File: src/design/mbb_pkg.sv
// Package for the largest-blob area block: sizes, codes and controller/datapath structs.
`timescale 1ns / 1ps
package mbb_pkg;

   localparam int MAX_ROWS = 64;
   localparam int MAX_COLS = 64;

   localparam int SIZE_W          = 7;
   localparam int ROW_COUNT_RESET = 64;
   localparam int COL_COUNT_RESET = 64;
   localparam int AREA_W          = 13;
   localparam int AREA_MAX        = (2 ** AREA_W) - 1;

   localparam int ROW_W      = (MAX_ROWS > 1) ? $clog2(MAX_ROWS) : 1;
   localparam int COL_W      = (MAX_COLS > 1) ? $clog2(MAX_COLS) : 1;
   localparam int ADDR_W     = ROW_W + COL_W;
   localparam int GRID_DEPTH = 2 ** ADDR_W;

   localparam int CELL_CAP = MAX_ROWS * MAX_COLS;
   localparam int QIDX_W   = (CELL_CAP > 1) ? $clog2(CELL_CAP) : 1;
   localparam int QCNT_W   = $clog2(CELL_CAP + 1);

   // grid store cell codes
   localparam int GRID_W = 2;
   localparam logic [GRID_W-1:0] GRID_WATER   = 2'd0;
   localparam logic [GRID_W-1:0] GRID_LAND    = 2'd1;
   localparam logic [GRID_W-1:0] GRID_VISITED = 2'd2;

   // register indexes
   localparam int CSR_IDX_W = 2;
   localparam logic [CSR_IDX_W-1:0] CSR_ROW_COUNT    = 2'd0;
   localparam logic [CSR_IDX_W-1:0] CSR_COLUMN_COUNT = 2'd1;

   // neighbor probe order: down, up, right, left, then a final check-only step
   localparam int NBR_W = 3;
   localparam logic [NBR_W-1:0] NBR_DOWN  = 3'd0;
   localparam logic [NBR_W-1:0] NBR_UP    = 3'd1;
   localparam logic [NBR_W-1:0] NBR_RIGHT = 3'd2;
   localparam logic [NBR_W-1:0] NBR_LEFT  = 3'd3;
   localparam logic [NBR_W-1:0] NBR_END   = 3'd4;

   typedef struct packed {
      logic load_cell;
      logic scan_init;
      logic scan_read;
      logic scan_next;
      logic fill_start;
      logic pop_read;
      logic pop_latch;
      logic nbr_step;
      logic comp_done;
      logic rsp_load;
   } mbb_cmd_type;

   typedef struct packed {
      logic load_last;
      logic scan_last;
      logic scan_land;
      logic queue_empty;
      logic nbr_last;
   } mbb_stat_type;

   // last index in use for a size register value: zero acts as one, oversize saturates
   function automatic int clamp_last(input int value, input int cap);
      int v;
      v = value;
      if (v == 0) begin
         v = 1;
      end else if (v > cap) begin
         v = cap;
      end
      return v - 1;
   endfunction

endpackage

File: src/design/mbb_ctrl.sv
// Controller: load, scan and flood-fill sequencing, result handshake.
`timescale 1ns / 1ps
module mbb_ctrl import mbb_pkg::*; (
   input  logic         clock,
   input  logic         reset,
   input  logic         req_valid,
   output logic         req_ready,
   output logic         rsp_valid,
   input  logic         rsp_ready,
   input  mbb_stat_type stat,
   output mbb_cmd_type  cmd
);

   localparam logic [2:0] ST_LOAD     = 3'd0;
   localparam logic [2:0] ST_SCAN_RD  = 3'd1;
   localparam logic [2:0] ST_SCAN_CHK = 3'd2;
   localparam logic [2:0] ST_POP      = 3'd3;
   localparam logic [2:0] ST_POP_WAIT = 3'd4;
   localparam logic [2:0] ST_NBR      = 3'd5;
   localparam logic [2:0] ST_DONE     = 3'd6;

   logic [2:0] state_ff, state_in;
   logic       rsp_valid_ff, rsp_valid_in;
   logic       accept;

   // the last cell waits until the previous result is taken
   assign req_ready = (state_ff == ST_LOAD) && !(stat.load_last && rsp_valid_ff);
   assign accept    = req_valid && req_ready;

   always_comb begin
      cmd      = '0;
      state_in = state_ff;
      case (state_ff)
         ST_LOAD: begin
            if (accept) begin
               cmd.load_cell = 1'b1;
               if (stat.load_last) begin
                  cmd.scan_init = 1'b1;
                  state_in      = ST_SCAN_RD;
               end
            end
         end
         ST_SCAN_RD: begin
            cmd.scan_read = 1'b1;
            state_in      = ST_SCAN_CHK;
         end
         ST_SCAN_CHK: begin
            if (stat.scan_land) begin
               cmd.fill_start = 1'b1;
               state_in       = ST_POP;
            end else if (stat.scan_last) begin
               state_in = ST_DONE;
            end else begin
               cmd.scan_next = 1'b1;
               state_in      = ST_SCAN_RD;
            end
         end
         ST_POP: begin
            if (stat.queue_empty) begin
               cmd.comp_done = 1'b1;
               if (stat.scan_last) begin
                  state_in = ST_DONE;
               end else begin
                  cmd.scan_next = 1'b1;
                  state_in      = ST_SCAN_RD;
               end
            end else begin
               cmd.pop_read = 1'b1;
               state_in     = ST_POP_WAIT;
            end
         end
         ST_POP_WAIT: begin
            cmd.pop_latch = 1'b1;
            state_in      = ST_NBR;
         end
         ST_NBR: begin
            cmd.nbr_step = 1'b1;
            if (stat.nbr_last) begin
               state_in = ST_POP;
            end
         end
         ST_DONE: begin
            cmd.rsp_load = 1'b1;
            state_in     = ST_LOAD;
         end
         default: begin
            state_in = ST_LOAD;
         end
      endcase
   end

   always_comb begin
      rsp_valid_in = rsp_valid_ff;
      if (state_ff == ST_DONE) begin
         rsp_valid_in = 1'b1;
      end else if (rsp_valid_ff && rsp_ready) begin
         rsp_valid_in = 1'b0;
      end
   end

   always_ff @(posedge clock) begin
      if (reset) begin
         state_ff     <= ST_LOAD;
         rsp_valid_ff <= 1'b0;
      end else begin
         state_ff     <= state_in;
         rsp_valid_ff <= rsp_valid_in;
      end
   end

   assign rsp_valid = rsp_valid_ff;

   a_no_overwrite : assert property (@(posedge clock) disable iff (reset)
      (state_ff == ST_DONE) |-> !rsp_valid_ff)
      else $error("result loaded while previous result still pending");

   a_done_presents : assert property (@(posedge clock) disable iff (reset)
      (state_ff == ST_DONE) |=> (rsp_valid_ff && (state_ff == ST_LOAD)))
      else $error("finished scan did not present a result");

endmodule

File: config.mk
export PLATFORM = sky130hd
export DESIGN_NAME = mbb_ctrl
export DESIGN_NICKNAME = d
export VERILOG_FILES = /design/src/design/mbb_pkg.sv /design/src/design/mbb_ctrl.sv
export SDC_FILE = /design/constraint.sdc
export NUM_CORES = 1
export LEC_CHECK = 0
export ABC_AREA = 1
export BUFFER_PORTS_ARGS = -buffer_cell sky130_fd_sc_hd__buf_2
export CELL_PAD_IN_SITES_DETAIL_PLACEMENT = 1
export CELL_PAD_IN_SITES_GLOBAL_PLACEMENT = 1
export CORE_UTILIZATION = 27
export DETAILED_ROUTE_END_ITERATION = 16
export PLACE_DENSITY = 0.86
export SETUP_SLACK_MARGIN = 0.5
export SLEW_MARGIN = 10
export SYNTH_ARGS = -nofsm -noshare
export SYNTH_HDL_FRONTEND = slang
export SYNTH_SLANG_ARGS = --single-unit
File: constraint.sdc
create_clock -name clock -period 3 [get_ports clock]
set_input_delay 0.45 -clock clock [delete_from_list [all_inputs] [get_ports clock]]
set_output_delay 0.45 -clock clock [all_outputs]
set_load 0.03 [all_outputs]
**Word-level counts from Yosys, hierarchy flattened**

Index checks and enable logic that the tools add are counted.

- Output and inout port bits: 12
- Input port bits: 9
- Bits in registers: 4

- Equality and inequality tests: 9
- Reductions and logical operators: 8
- Mux-type cells: 26

Operators with widths:

| kind | number |
|---|---|
| 3-bit 2-to-1 mux | 6 |
| 3-bit case mux with 6 select lines | 1 |
| 1-bit 2-to-1 mux | 16 |
| 3-bit == test, second input constant | 3 |
| 3-bit by 2-bit == test with 1-bit output, second input constant | 2 |
| 2-bit inequality test, second input constant | 3 |
| 1-bit logical AND | 4 |
| 2-bit 2-to-1 mux | 2 |
| 3-bit by 1-bit == test with 1-bit output, second input constant | 1 |
| 3-bit logical NOT | 1 |
| 3-bit AND reduction | 1 |
| 1-bit case mux with 2 select lines | 1 |
| 2-bit nonzero test | 1 |
| 1-bit logical NOT | 1 |

**Logic depth before layout (Yosys ltp)**

Gate-level depths: netlist of the first run.

- Depth after elaboration: 6
- Gate-level depth with buffers: 7
- Mapped depth without buffers: 6

**Worst setup path after synthesis of the first run**

No wires, ideal clock.

- Kind: register -> output
- Start point: reg state_ff[0]
- End point: out cmd[9] (netlist name)
- Arrival: 1361 ps
- Stages on the path, launching flop included: 5
- Buffers on the path: 1
- Data required time: 2550 ps
- Setup slack: 1189 ps
- Path through: dfxtp_1 -> buf_4 -> nor3_2 -> inv_2 -> nor3_1

RTL lines:

| element | RTL line | source |
|---|---|---|
| start: declaration | mbb_ctrl.sv:22 | `logic [2:0] state_ff, state_in;` |
| start signal: assignment | mbb_ctrl.sv:106 | `state_ff <= state_in;` |
| end: declaration | mbb_ctrl.sv:11 | `output mbb_cmd_type cmd` |

==> impl_metrics.py, run 1 <==
metrics = {
    "place": {
        "detailed_place.area_sq_um": 477,
        "dp.cells": 99,
        "routability_driven_placement_congestion_ratio": 0.751,
        "dp.final_hpwl_um": 857,
        "post-place-ws_ns": 1.35,
        "port-buffer-count": 20,
    },
    "setup_path": {
        "cp_cell_sequence": "nand3_1 > nor3_2 > o21bai_1 > buf_2",
        "setup.worst_path.start_class": "register",
        "timing.critical_path.buf_inv": 1,
        "rrSetupSlack_ns": 1.88,
        "regToRegEndpoint": "state_ff[1]$_SDFFE_PP0P_",
        "critical_path_cell_count": 4,
        "worst_reg2reg_startpoint": "state_ff[0]$_SDFFE_PP0P_",
        "setup.worst_path.class": "reg2out",
        "critical_path.endpoint_type": "output pin",
        "critical_path.top_delay_family": "flip-flops",
        "reg2reg_depth": 6,
        "wp_data_required_ns": 2.55,
        "critical_path_peak_fanout": 9,
        "worstPathArrival_ns": 1.45,
        "endpoint": "cmd[6]",
        "slowest_stage": "sky130_fd_sc_hd__dfxtp_1",
        "timing.critical_path.from": "state_ff[0]$_SDFFE_PP0P_",
        "cpPeakStageDelay_ns": 0.52,
    },
    "detailed_routing": {
        "detailroute.wirelength.met3_um": 17,
        "firstDrtPassIters": 4,
        "drc_errors": 0,
        "drt-wirelength-per-cell_um": 9.40,
        "top_layer": "met3",
        "wl_met1_um": 448,
        "dr.first_iter.drc_count": 5,
        "wl_um": 959,
        "antenna_left": 0,
        "detailroute.via_count": 456,
        "routed-wl-met2_um": 493,
        "via_per_inst": 4.47,
    },
    "worst_hold_path": {
        "hp-class": "in2reg",
    },
    "cts": {
        "clk_latency_ns": 0.23,
        "postCtsHoldBufs": 0,
        "cts-htree-levels": 1,
        "postCtsSetupBuffers": 0,
        "cts_max_path_buffers": 2,
        "cts_buffers": 3,
        "clk_pin_slew_worst_paths_ns": 0.04,
        "clock_sink_count": 4,
        "ctsResizeCount": 0,
        "tritoncts": "done",
        "clk_root_buf": "sky130_fd_sc_hd__clkbuf_4",
    },
    "global_route": {
        "grt_max_degree": 10,
        "first_global_vias": 398,
        "grt_pass1_wl_um": 1520,
        "initial_antenna_violation_count": 0,
        "global_route.overflow_total": 0,
        "global_router_s_overall_resource_usage_pct": 14.3,
    },
    "power_and_ir_drop": {
        "internal_power_mw": 0.121,
        "power.clock.fraction_pct": 34.6,
        "p_per_area_nw_per_um2": 376,
        "power.sequential.fraction_pct": 33.5,
        "power.share.switching_pct": 35.5,
        "p_sw_mw": 0.0665,
        "power.ir.vdd_worst_mv": 0.188,
        "report.power.total_mw": 0.187,
        "power.static_leakage_nw": 0.314,
        "comb_power_share_pct": 31.9,
    },
    "synthesis": {
        "seq_area_frac_synth_pct": 21.2,
        "synthesized_area_fraction_occupied_by_ao_oa_aoi_and_oai_cells_pct": 9.27,
        "yosys.area_share.xor_xnor_pct": 0,
        "synth-simple-area-share_pct": 46.4,
        "synth_adder_area_share_pct": 0,
        "synth_nets": 76,
        "synth_top_family_by_area": "simple AND/OR/NAND/NOR gates",
        "synth_area_per_cell_sq_um": 5.64,
        "netlist-cell-type-count": 17,
        "synth_area_sq_um": 378,
        "synth_seq_cells": 4,
        "yosys-mux-area-fraction_pct": 0,
        "post_synthesis_cells": 67,
        "synth_warn": 0,
    },
    "timing": {
        "final-setup-viol-count": 0,
        "min_period_ns": 1.90,
        "timing.final.crit_share_pct": 63.4,
        "fin_worst_hold_slack_ns": 0.418,
        "worst_clock_skew_ns": 0.00184,
        "final_number_of_hold_violating_endpoints": 0,
        "relSlewSlack_pct": 76.5,
        "rsz0062_at_grt": "no",
        "timing.final.max_slew_violations": 0,
        "finalSetupTns_ns": 0,
        "postLayoutSetupSlackWorst_ns": 1.10,
        "timing.fmax_ghz": 0.526,
        "timing_worst_slew_pin_value_ns": 0.352,
    },
    "finish": {
        "final_layout_size_suffix_gt1_share_pct": 35.6,
        "post-route-cell-area_sq_um": 499,
        "nNetsFinal": 98,
        "layout-area-overhead-vs-synth_pct": 32.1,
        "commonest_cells_after_routing_fill_and_taps_aside": "sky130_fd_sc_hd__buf_2, sky130_fd_sc_hd__inv_1, sky130_fd_sc_hd__nor2_1",
        "n_fill_cell": 204,
        "layout.cells.non_filler": 102,
        "final_core_util_pct": 38.4,
        "most_common_cell_after_layout_fill_and_taps_aside": "sky130_fd_sc_hd__buf_2",
        "insertedDiodeCount": 0,
    },
    "die": {
        "dieArea_sq_um": 1550,
        "chip_height_um": 39.4,
        "initial_utilization_pct": 29.0,
        "io-pin-count": 21,
        "placement_row_count": 13,
        "die_w_um": 39.4,
        "core-area_sq_um": 1300,
    },
    "status": {
        "result_of_the_run": "finished clean",
    },
    "flow_run": {
        "timing.max_cap.violations": 0,
    },
}
## how the worst min path moves through the flow
stage,startpoint,endpoint,slack (ns),cells after the start
2_1_floorplan,reset,rsp_valid$_SDFFE_PP0P_,0.52,1
3_3_place_gp,rsp_valid$_SDFFE_PP0P_,rsp_valid$_SDFFE_PP0P_,0.51,2
3_5_place_dp,rsp_valid$_SDFFE_PP0P_,rsp_valid$_SDFFE_PP0P_,0.52,2
4_1_cts,reset,rsp_valid$_SDFFE_PP0P_,0.42,2
5_1_grt,reset,rsp_valid$_SDFFE_PP0P_,0.43,2
6_report,reset,rsp_valid$_SDFFE_PP0P_,0.42,2
## power groups by stage
stage               combinational, mW  clock [mW]  sequential [mW]
CTS                            0.0605      0.0671           0.0627
finish                         0.0598      0.0649           0.0628
global placement               0.0591           0           0.0630
global route                   0.0669      0.0706           0.0634
floorplan                      0.0482           0           0.0581
detailed placement             0.0604           0           0.0636
## area by class of cell
type / instances / area, sq um / share of cell area [%]
repair buffers: 20 / 100 / 20.1
clock buffers: 3 / 22.5 / 4.51
well taps: 15 / 18.8 / 3.76
multi-input cells: 42 / 210 / 42.1
flip-flops and latches: 4 / 80.1 / 16.0
inverters: 18 / 67.6 / 13.5
## synthesized netlist by cell type
cell type / number / area [sq um]
sky130_fd_sc_hd__nand2_1: 11 / 41.3
sky130_fd_sc_hd__o21ai_1: 1 / 5.00
sky130_fd_sc_hd__inv_2: 3 / 11.3
sky130_fd_sc_hd__o21bai_1: 1 / 7.51
sky130_fd_sc_hd__nor2_2: 1 / 6.26
sky130_fd_sc_hd__dfxtp_1: 4 / 80.1
sky130_fd_sc_hd__nor2_1: 12 / 45.0
sky130_fd_sc_hd__buf_4: 2 / 15.0
sky130_fd_sc_hd__a21oi_1: 2 / 10.0
sky130_fd_sc_hd__o31ai_1: 1 / 7.51
sky130_fd_sc_hd__inv_1: 15 / 56.3
sky130_fd_sc_hd__nand3_1: 7 / 35.0
sky130_fd_sc_hd__o21ai_0: 1 / 5.00
sky130_fd_sc_hd__nor3_1: 1 / 5.00
sky130_fd_sc_hd__nor3_2: 3 / 30.0
sky130_fd_sc_hd__buf_2: 1 / 5.00
sky130_fd_sc_hd__nor4_2: 1 / 12.5
## cells by family (layout without fill, tap and decap cells)
| logic type | count (synthesis) | in the layout |
|---|---|---|
| AND/OR/NAND/NOR | 36 | 36 |
| buffers and inverters | 21 | 41 |
| AO/OA/AOI/OAI | 6 | 6 |
| flip-flops | 4 | 4 |
## metal layers
metal	up-vias	GRT usage [%]
li1	243	-
met3	0	1.70
met5	-	0
met4	0	7.76
met1	207	17.9
met2	6	23.4
## worst reg2reg max path, cell delays in order (launching register included)
cell and delay [ns]:
sky130_fd_sc_hd__dfxtp_1 0.52, sky130_fd_sc_hd__nand2_1 0.09, sky130_fd_sc_hd__nor2_1 0.13, sky130_fd_sc_hd__nand2_1 0.07, sky130_fd_sc_hd__nand3_1 0.08, sky130_fd_sc_hd__nand3_1 0.08, sky130_fd_sc_hd__nor2_1 0.09
## registers in the layout, summed over array words and instances, names as in the netlist
register	flops
rsp_valid	1
state_ff	3
Note: power is estimated with default switching activity, not from simulation.
==> run 2: changes to the inputs <==
--- a/config.mk
+++ b/config.mk
@@ -9,9 +9,9 @@
 export BUFFER_PORTS_ARGS = -buffer_cell sky130_fd_sc_hd__buf_2
 export CELL_PAD_IN_SITES_DETAIL_PLACEMENT = 1
 export CELL_PAD_IN_SITES_GLOBAL_PLACEMENT = 1
-export CORE_UTILIZATION = 27
+export CORE_UTILIZATION = 25
 export DETAILED_ROUTE_END_ITERATION = 16
-export PLACE_DENSITY = 0.86
+export PLACE_DENSITY = 0.81
 export SETUP_SLACK_MARGIN = 0.5
 export SLEW_MARGIN = 10
 export SYNTH_ARGS = -nofsm -noshare
==> constraint.sdc (replaced) <==
create_clock -name clock -period 1.88 [get_ports clock]
set_input_delay 0.282 -clock clock [delete_from_list [all_inputs] [get_ports clock]]
set_output_delay 0.282 -clock clock [all_outputs]
set_load 0.03 [all_outputs]
==> run 2 against run 1 <==
  * Final area is 42% higher
  * Wire length is 56% higher
  * Flip-flop and latch count stayed put
  * First-iteration DRC count is 60% higher
  * Sequential power is 58% higher
  * Clock skew hardly changed
  * Power is 90% higher
  * Critical path depth stayed put
  * Combinational power is 150% higher
  * Highest routed layer is now met4
==> impl_metrics.py, run 2 (same netlist as run 1, synthesis figures left out) <==
metrics = {
    "cts": {
        "cts_buffers": 3,
        "clk_latency_ns": 0.24,
        "tritoncts": "done",
        "clk_root_buf": "sky130_fd_sc_hd__clkbuf_4",
        "cts_max_path_buffers": 2,
        "postCtsHoldBufs": 0,
        "clock_sink_count": 4,
        "cts-htree-levels": 1,
        "clk_pin_slew_worst_paths_ns": 0.04,
    },
    "detailed_routing": {
        "detailroute.via_count": 510,
        "firstDrtPassIters": 3,
        "wl_um": 1500,
        "antenna_left": 0,
        "drc_errors": 0,
        "dr.first_iter.drc_count": 8,
        "drt-wirelength-per-cell_um": 13.4,
        "via_per_inst": 4.55,
    },
    "place": {
        "dp.cells": 99,
        "port-buffer-count": 20,
        "routability_driven_placement_congestion_ratio": 0.748,
        "dp.final_hpwl_um": 919,
        "detailed_place.area_sq_um": 497,
    },
    "setup_path": {
        "worst_reg2reg_startpoint": "state_ff[2]$_SDFFE_PP0P_",
        "regToRegEndpoint": "state_ff[0]$_SDFFE_PP0P_",
        "critical_path.endpoint_type": "output pin",
        "rrSetupSlack_ns": 0.63,
        "reg2reg_depth": 8,
        "cpPeakStageDelay_ns": 0.37,
        "worstPathArrival_ns": 1.23,
        "wp_data_required_ns": 1.60,
        "critical_path_peak_fanout": 6,
        "setup.worst_path.class": "reg2out",
        "slowest_stage": "sky130_fd_sc_hd__dfxtp_4",
        "cp_cell_sequence": "nor3_4 > inv_2 > nor3_2 > buf_4",
        "setup.worst_path.start_class": "register",
    },
    "flow_run": {
        "timing.max_cap.violations": 0,
    },
    "status": {
        "result_of_the_run": "finished clean",
    },
    "power_and_ir_drop": {
        "power.static_leakage_nw": 0.389,
        "power.ir.vdd_worst_mv": 0.386,
        "report.power.total_mw": 0.356,
        "p_per_area_nw_per_um2": 503,
    },
    "timing": {
        "worst_clock_skew_ns": 0.00150,
        "timing.final.max_slew_violations": 0,
        "rsz0062_at_grt": "yes",
        "relSlewSlack_pct": 77.0,
        "finalSetupTns_ns": 0,
        "timing.final.crit_share_pct": 80.4,
        "final-setup-viol-count": 0,
        "final_number_of_hold_violating_endpoints": 0,
        "min_period_ns": 1.51,
        "timing.fmax_ghz": 0.662,
        "timing_worst_slew_pin_value_ns": 0.342,
    },
    "finish": {
        "insertedDiodeCount": 0,
        "most_common_cell_after_layout_fill_and_taps_aside": "sky130_fd_sc_hd__inv_1",
        "layout.cells.non_filler": 112,
        "largest_register_ffs": 3,
        "post-route-cell-area_sq_um": 707,
        "largest_register": "state_ff",
        "layout-area-overhead-vs-synth_pct": 87.1,
        "final_layout_size_suffix_gt1_share_pct": 52.6,
        "nNetsFinal": 108,
        "commonest_cells_after_routing_fill_and_taps_aside": "sky130_fd_sc_hd__inv_1, sky130_fd_sc_hd__buf_4, sky130_fd_sc_hd__nand2_1",
    },
    "global_route": {
        "global_route.overflow_total": 0,
        "grt_max_degree": 7,
        "first_global_vias": 504,
        "global_router_s_overall_resource_usage_pct": 20.2,
        "grt_pass1_wl_um": 2130,
        "initial_antenna_violation_count": 0,
    },
    "die": {
        "die_w_um": 40.9,
        "dieArea_sq_um": 1670,
        "initial_utilization_pct": 28.0,
        "core-area_sq_um": 1350,
        "placement_row_count": 13,
        "io-pin-count": 21,
        "chip_height_um": 40.9,
    },
    "worst_hold_path": {
        "holdPathEnd": "state_ff[2]$_SDFFE_PP0P_",
        "worst_hold_path.num_cells": 2,
        "hp-class": "in2reg",
        "worst_hold_startpoint": "reset",
    },
}
## run 2: cell types whose count changed in the layout (fill, tap and decap cells not counted), sizes merged
cell	previous run	this run
buf	20	30
## run 2: what timing repair did
action | CTS | global route
pin swaps | 2 | 3
cloned | 0 | 0
resized for setup | 27 | 8
setup endpoints to repair | 11 | 12
buffers inserted | 9 | 1
## run 2: metal layers
| layer | routed length (um) | vias to the layer above | GRT usage, % |
|---|---|---|---|
| met1 | 686 | 238 | 25.6 |
| met3 | 42 | 2 | 7.07 |
| met2 | 756 | 9 | 32.0 |
| met5 | 0 | - | 0 |
| met4 | 13 | 0 | 5.00 |
| li1 | - | 261 | - |
## run 2: through the flow
step	utilization (%)	hold WS, ns	setup slack [ns]
3_5_place_dp	36.8	0.500	0.404
3_3_place_gp	36.8	0.492	0.468
4_1_cts	49.7	0.247	0.380
5_1_grt	52.4	0.245	0.293
2_1_floorplan	-	0.351	0.476
6_report	52.4	0.245	0.369
## run 2: power breakdown
part | leakage (nW) | total [mW] | internal, mW | switching, mW
registers | 0.0347 | 0.0991 | 0.0886 | 0.0105
clock network | 0.0138 | 0.110 | 0.0716 | 0.0382
logic | 0.341 | 0.147 | 0.0633 | 0.0838
## run 2: final cells by class
| type | instances | area [sq um] |
|---|---|---|
| clock buffer | 3 | 22.5 |
| fill | 189 | 643 |
| inverter | 18 | 67.6 |
| multi-input combinational | 42 | 270 |
| sequential | 4 | 91.3 |
| tap | 15 | 18.8 |
| timing repair buffer | 30 | 236 |
## run 2: how the worst max path moves through the flow
stage,from,to,cells after the start
floorplan,state_ff[0]$_SDFFE_PP0P_,cmd[9],4
global placement,state_ff[0]$_SDFFE_PP0P_,cmd[6],4
detailed placement,state_ff[0]$_SDFFE_PP0P_,cmd[6],4
CTS,state_ff[2]$_SDFFE_PP0P_,cmd[8],4
global route,state_ff[1]$_SDFFE_PP0P_,cmd[6],5
finish,state_ff[2]$_SDFFE_PP0P_,cmd[9],4
## run 2: worst max-delay path, delay by kind of cell, from the launching register on
kind	cells	cell delay (ns)
flip-flops	1	0.37
AND/OR/NAND/NOR	2	0.35
buffers and inverters	2	0.27
